File: src/hdl/dcc_pkg.sv
// ----------------------------------------------------------------------------
// Direct cross-correlation package
// Field widths, codes, states and control structs.
// ----------------------------------------------------------------------------
package dcc_pkg;

  localparam int unsigned SAMPLE_BITS = 16;
  localparam int unsigned ENTRY_BITS  = 2 * SAMPLE_BITS;
  localparam int unsigned PROD_BITS   = 2 * SAMPLE_BITS;
  localparam int unsigned ACC_BITS    = 43;
  localparam int unsigned IDX_BITS    = 10;
  localparam int unsigned LEN_BITS    = 11;
  localparam int unsigned LAG_BITS    = 11;
  localparam int unsigned CFG_BITS    = 11;

  typedef enum logic [1:0] {
    FUNC_WR_A = 2'd0,
    FUNC_WR_B = 2'd1,
    FUNC_LAG  = 2'd2,
    FUNC_NOP  = 2'd3
  } func_e;

  typedef enum logic [1:0] {
    CFG_LEN_A = 2'd0,
    CFG_LEN_B = 2'd1,
    CFG_CPLX  = 2'd2,
    CFG_NONE  = 2'd3
  } cfg_idx_e;

  typedef enum logic [1:0] {
    ST_IDLE,
    ST_RUN,
    ST_DRAIN,
    ST_FINISH
  } state_e;

  typedef struct packed {
    logic clr;
    logic vld;
    logic im;
  } mac_ctl_t;

endpackage

File: src/hdl/dcc_mac.sv
// ----------------------------------------------------------------------------
// Multiply-accumulate unit
// Registered 16x16 product, then saturating 43-bit accumulate.
// ----------------------------------------------------------------------------
module dcc_mac (
  input  logic                                  clk_i,
  input  logic                                  rst_ni,
  input  dcc_pkg::mac_ctl_t                     ctl_i,
  input  logic [dcc_pkg::ENTRY_BITS-1:0]        a_i,
  input  logic [dcc_pkg::ENTRY_BITS-1:0]        b_i,
  output logic signed [dcc_pkg::ACC_BITS-1:0]   acc_o,
  output logic                                  busy_o
);

  localparam int unsigned SW = dcc_pkg::SAMPLE_BITS;
  localparam int unsigned AW = dcc_pkg::ACC_BITS;

  logic signed [SW-1:0]                   a_sel, b_sel;
  logic signed [dcc_pkg::PROD_BITS-1:0]   mul_d, mul_q;
  logic                                   mul_v_q;
  logic signed [AW:0]                     sum;
  logic signed [AW-1:0]                   acc_d, acc_q;

  always_comb begin
    a_sel = ctl_i.im ? a_i[2*SW-1:SW] : a_i[SW-1:0];
    b_sel = ctl_i.im ? b_i[2*SW-1:SW] : b_i[SW-1:0];
    mul_d = a_sel * b_sel;
  end

  always_ff @(posedge clk_i or negedge rst_ni) begin
    if (!rst_ni) begin
      mul_v_q <= 1'b0;
    end else begin
      mul_v_q <= ctl_i.vld;
    end
  end

  always_ff @(posedge clk_i) begin
    mul_q <= mul_d;
  end

  always_comb begin
    sum   = (AW+1)'(mul_q) + (AW+1)'(acc_q);
    acc_d = acc_q;
    if (ctl_i.clr) begin
      acc_d = '0;
    end else if (mul_v_q) begin
      if (sum[AW] != sum[AW-1]) begin
        // saturate toward the sign of the true sum
        acc_d = sum[AW] ? {1'b1, {(AW-1){1'b0}}} : {1'b0, {(AW-1){1'b1}}};
      end else begin
        acc_d = sum[AW-1:0];
      end
    end
  end

  always_ff @(posedge clk_i) begin
    acc_q <= acc_d;
  end

  assign acc_o  = acc_q;
  assign busy_o = mul_v_q;

endmodule

File: config.mk
export PLATFORM = sky130hd
export DESIGN_NAME = dcc_mac
export DESIGN_NICKNAME = d
export VERILOG_FILES = /design/src/hdl/dcc_pkg.sv /design/src/hdl/dcc_mac.sv
export SDC_FILE = /design/constraint.sdc
export NUM_CORES = 1
export LEC_CHECK = 0
export BUFFER_PORTS_ARGS = -buffer_cell sky130_fd_sc_hd__clkbuf_2
export CAP_MARGIN = 20
export CORE_ASPECT_RATIO = 1.2
export CORE_MARGIN = 2
export CORE_UTILIZATION = 33
export CTS_CLUSTER_DIAMETER = 50
export DETAILED_ROUTE_END_ITERATION = 10
export PLACE_DENSITY = 0.56
export SYNTH_ARGS = -nofsm -noshare
export SYNTH_HDL_FRONTEND = slang
export SYNTH_SLANG_ARGS = --single-unit
File: constraint.sdc
create_clock -name clk_i -period 4.3 [get_ports clk_i]
set_input_delay 1.075 -clock clk_i [delete_from_list [all_inputs] [get_ports clk_i]]
set_output_delay 1.075 -clock clk_i [all_outputs]
set_load 0.1 [all_outputs]
# Word-level counts from Yosys, hierarchy flattened

Cells that the tools add are included.

Bits of input ports: 69
Register bits: 76
Output and inout bits: 44

Equality and inequality tests: 1
Multiplexer cells: 4
Multiply operators: 1
$add $sub $neg: 1

Operators with widths:

| kind                                           | number |
|---|---|
| 43-bit 2-to-1 mux                              | 2 |
| 32-bit by 43-bit adder with 44-bit output      | 1 |
| 16-bit by 16-bit multiplier with 32-bit output | 1 |
| 16-bit 2-to-1 mux                              | 2 |
| 1-bit != test                                  | 1 |

# Logic depth before layout (Yosys ltp)

Gate-level depths: netlist of the first run.

Depth after elaboration: 3
Depth in mapped cells: 28
Depth with buffers taken out: 25

# Worst setup path after synthesis of the first run

OpenSTA, ideal clock, no wires.

Path kind: input-to-reg
Start point: input port ctl_i[0] (netlist name)
End point: register mul_q[28] (netlist name)
Stages on the path: 23
Data arrival time: 8064 ps
Slack: -3837 ps
Buffers on the path: 3
Path through: clkbuf_1 -> buf_1 -> clkbuf_1 -> mux2i_1 -> nor2_1 -> fa_1 -> inv_1 -> fa_1 -> fa_1 -> fa_1 -> inv_1 -> fa_1 -> fa_1 -> ha_1 -> a21o_1 -> a21o_1 -> a2111oi_0 -> o21ai_1 -> a41o_1 -> a221o_1 -> a21o_1 -> a21oi_1 -> xnor2_1

Word-level cells in the longest chain between the ends: 2
Elaborated cells on any way between the ends: 3
Those cells by class: mul: 1; mux: 2

RTL lines:

| what                                             | line                         | source |
|---|---|---|
| from (decl)                                      | dcc_mac.sv:8                 | `input dcc_pkg::mac_ctl_t ctl_i,` |
| 16-bit 2-to-1 mux, on equally long branches      | dcc_mac.sv:25, dcc_mac.sv:26 |  |
| 16-bit by 16-bit multiplier with 32-bit output * | dcc_mac.sv:27                | `mul_d = a_sel * b_sel;` |
| net mul_d, one bit                               | dcc_mac.sv:19                | `logic signed [dcc_pkg::PROD_BITS-1:0] mul_d, mul_q;` |
| to (signal assigned)                             | dcc_mac.sv:39                | `mul_q <= mul_d;` |
| to (decl)                                        | dcc_mac.sv:19                |  |

The timed path passes the listed nets; every way through them passes the cells marked *.
A chain may end at the register's enable or synchronous reset.

# Final worst setup path of the first run

Start point: input port ctl_i[0] (netlist name)
End point: register mul_q[31] (netlist name)

Same word-level chain as after synthesis.

==> impl_results.md, run 1 <==
* Worst-Margin Slew at 916.9 ps
* Final hold violations at 0
* Commonest cells post-synth: 329 x inv_1, 263 x fa_1, 198 x nand2_1, 179 x nor2_1, 125 x ha_1
* Drt drc at 0
* # Max-Cap Violations at 0
* Layout cell share with drive strength beyond 1 at 0.2851
* Initial DRT Pass Iterations at 6
* Vert. Die Dim at between 200 and 250 um
* Synth Warn # at 0
* Largest net degree at the start of global routing at 52
* GR Util All Layers at 0.2028
* WP data required at roughly 4600 ps
* Cell area after layout at between 15000 and 20000 um2
* I/O pin count at ~110
* CORE AREA at around 45000 um2
* Gpl congestion at about 0.94
* Worst Setup End Kind: register
* First-pass GRT wire length at ~75 mm
* Syn Nets at about 2200
* Clk sinks at 76
* Fin worst setup slack at -2407 ps
* Clock buffer depth at 2
* # H-tree levels at 3
* Outcome: finished, violations left
* Hold-fix buffer count after cts at 0
* EDFF count, synth at 0
* NumNets Final at about 2500
* Vias in the first global route at about 14000
* Die width at around 200 um
* Failing checks: negative setup slack
* Post-DRT Antenna Nets at 0
* Crit path from: ctl_i[0]
* Peak Freq at about 150 MHz
* RSZ-0062 raised after global routing: yes
* Most common cell in the synthesized netlist: inv_1
* Clock Root Buffer: clkbuf_16
* Dpl hpwl at 39.15 mm
* Routed vias at 13149
* Synth top area share at 0.3503
* Period minus WS final at between 6000 and 7000 ps
* Dominant cell type by area after synthesis: fa_1
* Critical path arrival at roughly 7000 ps
* RR Startpoint: acc_o[0]
* WL per Instance at roughly 17 um
* Synth unique cells at between 60 and 70
* Post-synthesis cell count at between 1500 and 2000
* Placed Area at 18500 um2
* Grt ovf at 0
* Layout Cells excl Fill at 2696
* Antenna Cells at 0
* Crit path cell chain: buf_16 -> buf_4 -> mux2_4 -> buf_4 -> nand2_1 -> fa_1 -> fa_1 -> fa_1 -> fa_1 -> inv_1 -> fa_1 -> fa_1 -> ha_4 -> a21o_1 -> a21oi_2 -> o21ai_2 -> a31oi_1 -> buf_4 -> o31ai_4 -> a21o_1 -> or4b_4 -> a31oi_4 -> xnor2_1
* Crit path buf inv count at 5
* Slowest cell on crit path: fa_1
* Critical path class: in2reg
* Number of I/O port buffers at around 110
* Crit share post-route at 1.560
* Final WL at 46.16 mm
* CTS tree: yes
* Worst setup SP type: input port
* Initial antenna violation count at 0
* DR vias/cell at between 4 and 5
* Most used cell, CP: fa_1
* Crit path max-delay family: adder cells
* Layout Area Growth over Synthesis at 31.98%
* Skew final at around 9.5 ps
* Register area share after synthesis at 0.1016
* Synthesized area per cell at a little under 9 um2
* Final core occ at 0.4420
* Worst skew pair latency at 350 ps
* Rows at 85
* Crit Path Max Fanout at 7
* DIE AREA at approximately 47000 um2
* Ys flop type: dfxtp_1
* Placed Cells at roughly 2600
* 1st-iter DRT viols at between 500 and 600
* Num CTS Buffers at 9
* Clk pin slew, worst setup/hold paths at roughly 60 ps
* Slew margin rel. at 0.3888
* Cell area after synthesis at ~15000 um2
* Hold crit path type: in2async
* Final setup fails at 26
* Dominant cells by area after synthesis: fa_1 35%, ha_1 10%, dfxtp_1 10%, inv_1 8.2%, nand2_1 4.9%
* Initial Util at 0.3349
* Crit path largest cell delay at 560 ps
* Pins Over Slew Limit at 0
* Flops & latches, synth at 76
* FFs w/ async S/R, synth at 0.01316
* Fin Setup TNS at -43340 ps
routing by layer:
metal / GRT usage / vias to the layer above / routed length (um)
met1: 0.2388 / 6551 / 19130
met5: 0 / - / 0
met2: 0.3860 / 223 / 24510
met4: 0.05269 / 0 / 1222
li1: - / 6305 / -
met3: 0.02199 / 70 / 1299
layout make-up:
class	instances	area, um2
clock buffer	11	232.7
sequential	76	1526
inverter	329	1239
tap	609	762.0
multi-input combinational	1266	12890
fill	4463	25040
timing repair buffer	400	3124
clock inverter	5	62.56
worst reg2reg max path, stage by stage, from the launching register on:
cell	delay [ps]
dfxtp_1	340
ha_1	240
inv_1	80
fa_1	210
nor2b_1	80
o31a_1	280
o31ai_2	360
a21oi_1	140
nor3_2	290
a311oi_4	160
a21o_1	230
a21oi_4	390
buf_4	380
o21ai_0	150
a311oi_1	320
cells in the final DEF (no fill, tap or decap), types with 6 or more instances in the layout:
cell	synthesis	layout
a21o_1	32	32
a21oi_1	64	49
a21oi_2	1	15
a31oi_1	44	42
buf_12	0	18
buf_4	1	242
buf_6	0	25
clkbuf_16	0	9
clkbuf_2	0	111
dfxtp_1	75	75
fa_1	263	246
fa_2	0	17
ha_1	125	106
ha_4	0	14
inv_1	329	309
inv_2	0	19
mux2_2	27	8
mux2_4	0	20
mux2i_1	32	12
mux2i_4	0	19
nand2_1	198	187
nand2_2	0	8
nand2b_1	11	10
nand3_1	12	10
nand4_1	10	10
nor2_1	179	167
nor2_2	0	10
nor2b_1	8	8
nor3_1	10	10
o21a_1	10	10
o21ai_0	36	28
o21bai_1	7	6
o22ai_1	6	6
o311ai_0	26	26
o311ai_1	10	10
xnor2_1	49	48
xor2_1	21	21
state kept, by name (all words and copies together), names as in the netlist:
name    flops
mul_q      32
acc_o      43
busy_o      1
per-stage QoR:
step,hold WS (ps),setup slack (ps)
4_1_cts,477.9,-2389
3_5_place_dp,508.7,-3249
5_1_grt,475.8,-2622
2_1_floorplan,685.9,-2683
6_report,485.8,-2407
3_3_place_gp,498.5,-3121
repair_timing:
item,in CTS,in global routing
resized for setup,106,47
cloned,1,1
setup endpoints to repair,27,27
pin swaps,34,16
setup buffers,37,16
cell families (layout without fill, tap and decap cells):
logic type,after synthesis,after routing,synth area share
AND/OR/NAND/NOR,462,462,0.1310
multiplexers,59,60,0.04154
adder cells (fa/ha/maj),388,388,0.4544
buffers and inverters,393,745,0.09973
XOR/XNOR,70,70,0.04079
AO/OA/AOI/OAI,286,286,0.1310
flip-flops,76,76,0.1016
worst paths after layout:
path | end | slack [ps] | cells past startpoint
max | mul_q[31] | -2410 | 23
min | busy_o | 490 | 1
max reg2reg | acc_o[41] | 540 | 14
min reg2reg | acc_o[38] | 510 | 2
max in group asynchronous | busy_o | 3730 | 1
min in group clk_i | acc_o[38] | 510 | 2
Power of run 1 is not shown: default switching activity piles up to over one toggle a cycle in this logic, so the estimate is an artifact.
==> inputs of run 2 (changes only) <==
--- a/config.mk
+++ b/config.mk
@@ -8,11 +8,12 @@
 export BUFFER_PORTS_ARGS = -buffer_cell sky130_fd_sc_hd__clkbuf_2
 export CAP_MARGIN = 20
 export CORE_ASPECT_RATIO = 1.2
-export CORE_MARGIN = 2
+export CORE_MARGIN = 1
 export CORE_UTILIZATION = 33
 export CTS_CLUSTER_DIAMETER = 50
 export DETAILED_ROUTE_END_ITERATION = 10
 export PLACE_DENSITY = 0.56
+export RECOVER_POWER = 50
 export SYNTH_ARGS = -nofsm -noshare
 export SYNTH_HDL_FRONTEND = slang
 export SYNTH_SLANG_ARGS = --single-unit
==> run 2 against run 1 <==
Net effect: the run still ends with negative setup slack left; sequential cell count unchanged; non-clock buffer count decreased by 17; global-route usage increased by 0.16 points; wire length decreased by 1.9%; cell area decreased by 0.11%.
==> impl_results.md, run 2 (synthesis results as in run 1) <==
* Fin worst setup slack at -2409 ps (was -2407 ps)
* Post-Place Worst Slack at -3168 ps (was -3249 ps)
* DIE AREA at 46410 um2 (was 47270 um2)
* Worst skew pair latency at 340 ps (was 350 ps)
* Num CTS Buffers at 9 (unchanged)
* Hold-fix buffer count after cts at 0 (unchanged)
* Flop-to-flop setup slack at 590 ps (was 540 ps)
* Final hold violations at 0 (unchanged)
* Layout cell share with drive strength beyond 1 at 0.2739 (was 0.2851)
* Crit Path Max Fanout at 6 (was 7)
* Slowest cell on crit path: fa_1 (unchanged)
* CTS tree: yes (unchanged)
* WL per Instance at 16.90 um (was 17.12 um)
* Die width at 196.8 um (was 198.8 um)
* Period minus WS final at 6709 ps (was 6707 ps)
* Clock Root Buffer: clkbuf_16 (unchanged)
* Commonest non-fill, non-tap cell in the layout: inv_1 (unchanged)
* Drt drc at 0 (unchanged)
* Placed Area at 18310 um2 (was 18500 um2)
* # Max-Cap Violations at 0 (unchanged)
* Reg2reg end: acc_o[6] (was acc_o[41])
* Final WL at 45.26 mm (was 46.16 mm)
* Layout Cells excl Fill at 2679 (was 2696)
* Dpl hpwl at 37.66 mm (was 39.15 mm)
* Pins Over Slew Limit at 0 (unchanged)
* CORE AREA at 44880 um2 (unchanged)
* Vias in the first global route at 14442 (was 14394)
* Crit share post-route at 1.560 (about the same)
* RR Startpoint: acc_o[19] (was acc_o[0])
* Failing checks: negative setup slack (unchanged)
* Outcome: finished, violations left (unchanged)
* Crit path buf inv count at 10 (was 5)
* Worst-Margin Slew at 1231 ps (was 916.9 ps)
* Critical path class: in2reg (unchanged)
* Worst setup SP type: input port (unchanged)
* WP data required at 4570 ps (about the same)
* Vert. Die Dim at 235.8 um (was 237.8 um)
* Levels on crit path at 28 (was 23)
* Commonest non-fill, non-tap cells in the layout: 306 x inv_1, 246 x fa_1, 229 x buf_4 (was 309 x inv_1, 246 x fa_1, 242 x buf_4)
* Antenna Cells at 0 (unchanged)
* RSZ-0062 raised after global routing: yes (unchanged)
* NumNets Final at 2522 (was 2539)
* Grt ovf at 0 (unchanged)
* Clock buffer depth at 2 (unchanged)
* 1st-iter DRT viols at 496 (was 522)
* First-pass GRT wire length at 74.74 mm (was 74.95 mm)
* DR vias/cell at 4.920 (was 4.877)
* Clk sinks at 76 (unchanged)
* # H-tree levels at 3 (unchanged)
* I/O pin count at 113 (unchanged)
* R2r worst-path depth at 12 (was 14)
* Largest net degree at the start of global routing at 52 (unchanged)
* Crit path max-delay family: adder cells (unchanged)
* Initial antenna violation count at 0 (unchanged)
* Crit path largest cell delay at 530 ps (was 560 ps)
* Routed vias at 13180 (was 13149)
* Max reg flops at 43 (unchanged)
* Fillcell total at 4501 (was 4463)
* Slew margin rel. at 0.1827 (was 0.3888)
* Rows at 85 (unchanged)
* Initial DRT Pass Iterations at 5 (was 6)
* Final setup fails at 27 (was 26)
* Post-DRT Antenna Nets at 0 (unchanged)
* Fin Setup TNS at -45340 ps (was -43340 ps)
* Multi-input gate area at 13120 um2 (was 12890 um2)
* Worst Setup End Kind: register (unchanged)
* Cell area after layout at 19810 um2 (was 19840 um2)
* Peak Freq at 149.0 MHz (was 149.1 MHz)
* Gpl congestion at 0.8861 (was 0.9416)
* Critical path arrival at 6980 ps (about the same)
* Layout Area Growth over Synthesis at 31.83% (was 31.98%)
* Number of I/O port buffers at 112 (unchanged)
* Hold crit path type: in2async (unchanged)
* GR Util All Layers at 0.2044 (was 0.2028)
* Most used cell, CP: fa_1 (unchanged)
* Placed Cells at 2608 (was 2626)
* Skew final at 9.125 ps (was 9.522 ps)
* Register area at 1526 um2 (unchanged)
* Initial Util at 0.3349 (unchanged)
* Clk pin slew, worst setup/hold paths at 60 ps (about the same)
-- run 2: cell types whose count changed in the layout (fill, tap and decap cells not counted), moves of 5 or more --
cell,delta
buf_4,-13
ha_1,-10
clkbuf_2,-43
nand2_2,+6
nor2_1,-5
ha_4,+10
nand2_1,-5
buf_12,-6
clkbuf_1,+43
-- run 2: what timing repair did --
item / in CTS / in global routing
resized for setup: 137 / 54
setup buffers: 39 / 18
endpoints found under the setup margin: 27 / 27
pin swaps: 83 / 41
cloned: 2 / 0
-- run 2: how the worst max path moves through the flow --
stage,from,endpoint,slack [ps]
after floorplan,ctl_i[0],mul_q[31],-2680
after global routing,ctl_i[0],mul_q[31],-2600
after detailed placement,ctl_i[0],mul_q[28],-3170
after global placement,ctl_i[0],mul_q[28],-3150
final,ctl_i[0],mul_q[31],-2410
after CTS,ctl_i[0],mul_q[31],-2400
-- run 2: through the flow --
step,hold WS (ps),util
finish,495.4,0.4415
CTS,483.4,0.4361
detailed placement,502.0,0.4079
global route,485.5,0.4415
global placement,503.4,0.4073
floorplan,685.9,-
-- run 2: routing by layer --
| metal | GRT usage | share of wire | up-vias |
|---|---|---|---|
| li1 | - | - | 6273 |
| met1 | 0.2381 | 0.40 | 6558 |
| met2 | 0.3808 | 0.52 | 266 |
| met3 | 0.02373 | 0.037 | 83 |
| met4 | 0.07282 | 0.037 | 0 |
| met5 | 0 | 0 | - |
-- run 2: final cells by class --
class                           instances  area share
Clock buffer                           10     0.01156
Clock inverter                          6    0.003599
Inverter                              329     0.06252
Multi-Input combinational cell       1266      0.6623
Sequential cell                        76     0.07704
Tap cell                              609     0.03846
Timing Repair Buffer                  383      0.1445
Power of run 2 is left out for the same reason.
==> inputs of run 3 (changes only) <==
--- a/config.mk
+++ b/config.mk
@@ -14,6 +14,7 @@
 export DETAILED_ROUTE_END_ITERATION = 10
 export PLACE_DENSITY = 0.56
 export RECOVER_POWER = 50
+export REMOVE_ABC_BUFFERS = 1
 export SYNTH_ARGS = -nofsm -noshare
 export SYNTH_HDL_FRONTEND = slang
 export SYNTH_SLANG_ARGS = --single-unit
==> run 3 against run 2 <==
Net effect: the flow still finishes with violations (negative setup slack); hold slack improved by 2.7 ps; fmax fell by 0.82%; worst setup slack got worse by 55 ps; critical path type unchanged.
==> impl_results.md, run 3 (synthesis results as in run 1) <==
* Outcome: finished, violations left (unchanged)
* Failing checks: negative setup slack (unchanged)
* Number of I/O port buffers at 112 (unchanged)
* Crit Path Max Fanout at 11 (was 6)
* Gpl congestion at 0.9201 (was 0.8861)
* Pins Over Slew Limit at 0 (unchanged)
* Commonest non-fill, non-tap cells in the layout: 314 x inv_1, 249 x fa_1, 238 x buf_4 (was 306 x inv_1, 246 x fa_1, 229 x buf_4)
* WP data required at 4530 ps (was 4570 ps)
* DR vias/cell at 4.908 (was 4.920)
* Final setup fails at 26 (was 27)
* Worst-Margin Slew at 1295 ps (was 1231 ps)
* WL per Instance at 16.30 um (was 16.90 um)
* Crit path buf inv count at 6 (was 10)
* Most used cell, CP: fa_1 (unchanged)
* Vert. Die Dim at 235.8 um (unchanged)
* Routed vias at 13138 (was 13180)
* Fin Setup TNS at -45020 ps (was -45340 ps)
* Worst setup SP type: input port (unchanged)
* Crit path max-delay family: adder cells (unchanged)
* Layout Area Growth over Synthesis at 27.75% (was 31.83%)
* Critical path arrival at 6990 ps (was 6980 ps)
* Hold crit path type: in2async (unchanged)
* DIE AREA at 46410 um2 (unchanged)
* Crit share post-route at 1.573 (was 1.560)
* Crit path from: ctl_i[0] (unchanged)
* Die width at 196.8 um (unchanged)
* NumNets Final at 2520 (was 2522)
* Initial antenna violation count at 0 (unchanged)
* Crit path cell chain: clkbuf_16 -> buf_16 -> mux2_4 -> buf_4 -> buf_4 -> nor2_2 -> fa_1 -> fa_1 -> fa_1 -> fa_1 -> fa_1 -> inv_1 -> fa_1 -> inv_1 -> ha_1 -> nor2b_1 -> o21ai_1 -> nand2b_1 -> a21oi_2 -> o21ai_2 -> a21o_1 -> or4b_4 -> a31oi_4 -> xnor2_1
* Dpl hpwl at 36.77 mm (was 37.66 mm)
* Num CTS Buffers at 9 (unchanged)
* I/O pin count at 113 (unchanged)
* Grt ovf at 0 (unchanged)
* Clk sinks at 76 (unchanged)
* Skew final at 8.689 ps (was 9.125 ps)
* Fillcell total at 4558 (was 4501)
* Initial DRT Pass Iterations at 5 (unchanged)
* Slowest cell on crit path: fa_1 (unchanged)
* RSZ-0062 raised after global routing: yes (unchanged)
* Antenna Cells at 0 (unchanged)
* 1st-iter DRT viols at 522 (was 496)
* Worst Setup End Kind: register (unchanged)
* Period minus WS final at 6764 ps (was 6709 ps)
* Fin worst setup slack at -2464 ps (was -2409 ps)
* Layout cell share with drive strength beyond 1 at 0.2423 (was 0.2739)
* Critical path class: in2reg (unchanged)
* Drt drc at 0 (unchanged)
* Worst skew pair latency at 340 ps (about the same)
* Rows at 85 (unchanged)
* Slew margin rel. at 0.1402 (was 0.1827)
* Peak Freq at 147.8 MHz (was 149.0 MHz)
* Clock buffer depth at 2 (unchanged)
* First-pass GRT wire length at 72.43 mm (was 74.74 mm)
* GR Util All Layers at 0.1946 (was 0.2044)
* R2r worst-path depth at 11 (was 12)
* Largest net degree at the start of global routing at 50 (was 52)
* Clock Root Buffer: clkbuf_16 (unchanged)
* Levels on crit path at 24 (was 28)
* Final hold violations at 0 (unchanged)
* CORE AREA at 44880 um2 (unchanged)
* RR Startpoint: acc_o[1] (was acc_o[19])
* Vias in the first global route at 14240 (was 14442)
* # Max-Cap Violations at 0 (unchanged)
* Final WL at 43.63 mm (was 45.26 mm)
* Max reg flops at 43 (unchanged)
* Post-DRT Antenna Nets at 0 (unchanged)
* Commonest non-fill, non-tap cell in the layout: inv_1 (unchanged)
* Clk pin slew, worst setup/hold paths at 60 ps (about the same)
* CTS tree: yes (unchanged)
* # H-tree levels at 3 (unchanged)
* Crit path largest cell delay at 600 ps (was 530 ps)
* Initial Util at 0.3349 (unchanged)
-- run 3: changes by cell type in the layout (fill, tap and decap cells not counted), moves of 4 or more --
cell     change
a21oi_1      +4
buf_12       -5
buf_4        +9
buf_6        -4
ha_1        +11
ha_4        -10
inv_1        +8
inv_2        -7
mux2_2       +8
mux2_4       -9
mux2i_1     +14
mux2i_4     -14
nand2_1     +12
nand2_2     -13
-- run 3: what timing repair did --
action / CTS / global route
hold buffers: 0 / 0
endpoints found under the setup margin: 27 / 27
pin swaps: 58 / 33
resized for setup: 123 / 55
buffers inserted: 21 / 7
gates cloned: 3 / 0
-- run 3: per-layer routing --
layer	GRT usage	wire length (um)	part of all wire	up-vias
li1	-	-	-	6273
met1	0.2377	18750	0.43	6514
met2	0.3583	22170	0.51	290
met3	0.01987	1612	0.037	61
met4	0.05426	1106	0.025	0
met5	0	0	0	-
-- run 3: layout make-up --
cell class	instances	area, um2	share of cell area
Clock buffer	11	242.7	0.01264
Clock inverter	5	60.06	0.003128
Inverter	329	1235	0.06432
Multi-Input combinational cell	1265	12620	0.6572
Sequential cell	76	1526	0.07950
Tap cell	609	762.0	0.03969
Timing Repair Buffer	382	2756	0.1436
-- run 3: path summary, 6_finish.rpt --
path	endpoint	slack, ps
max	mul_q[31]	-2460
min	busy_o	500
max reg2reg	acc_o[15]	610
min reg2reg	acc_o[0]	510
max in group asynchronous	busy_o	3720
min in group clk_i	acc_o[0]	510
-- run 3: through the flow --
step / cells / area [um2] / hold WS, ps / setup slack (ps) / utilization
after floorplan: 1670 / 14770 / 680.4 / -3070 / -
after global placement: 2632 / 17960 / 496.0 / -3260 / 0.4002
after detailed placement: 2632 / 17960 / 508.3 / -3305 / 0.4002
after CTS: 2670 / 18940 / 484.4 / -2537 / 0.4220
after global routing: 2677 / 19200 / 489.3 / -2722 / 0.4278
final: 2677 / 19200 / 498.1 / -2464 / 0.4278
Power of run 3 is left out for the same reason.
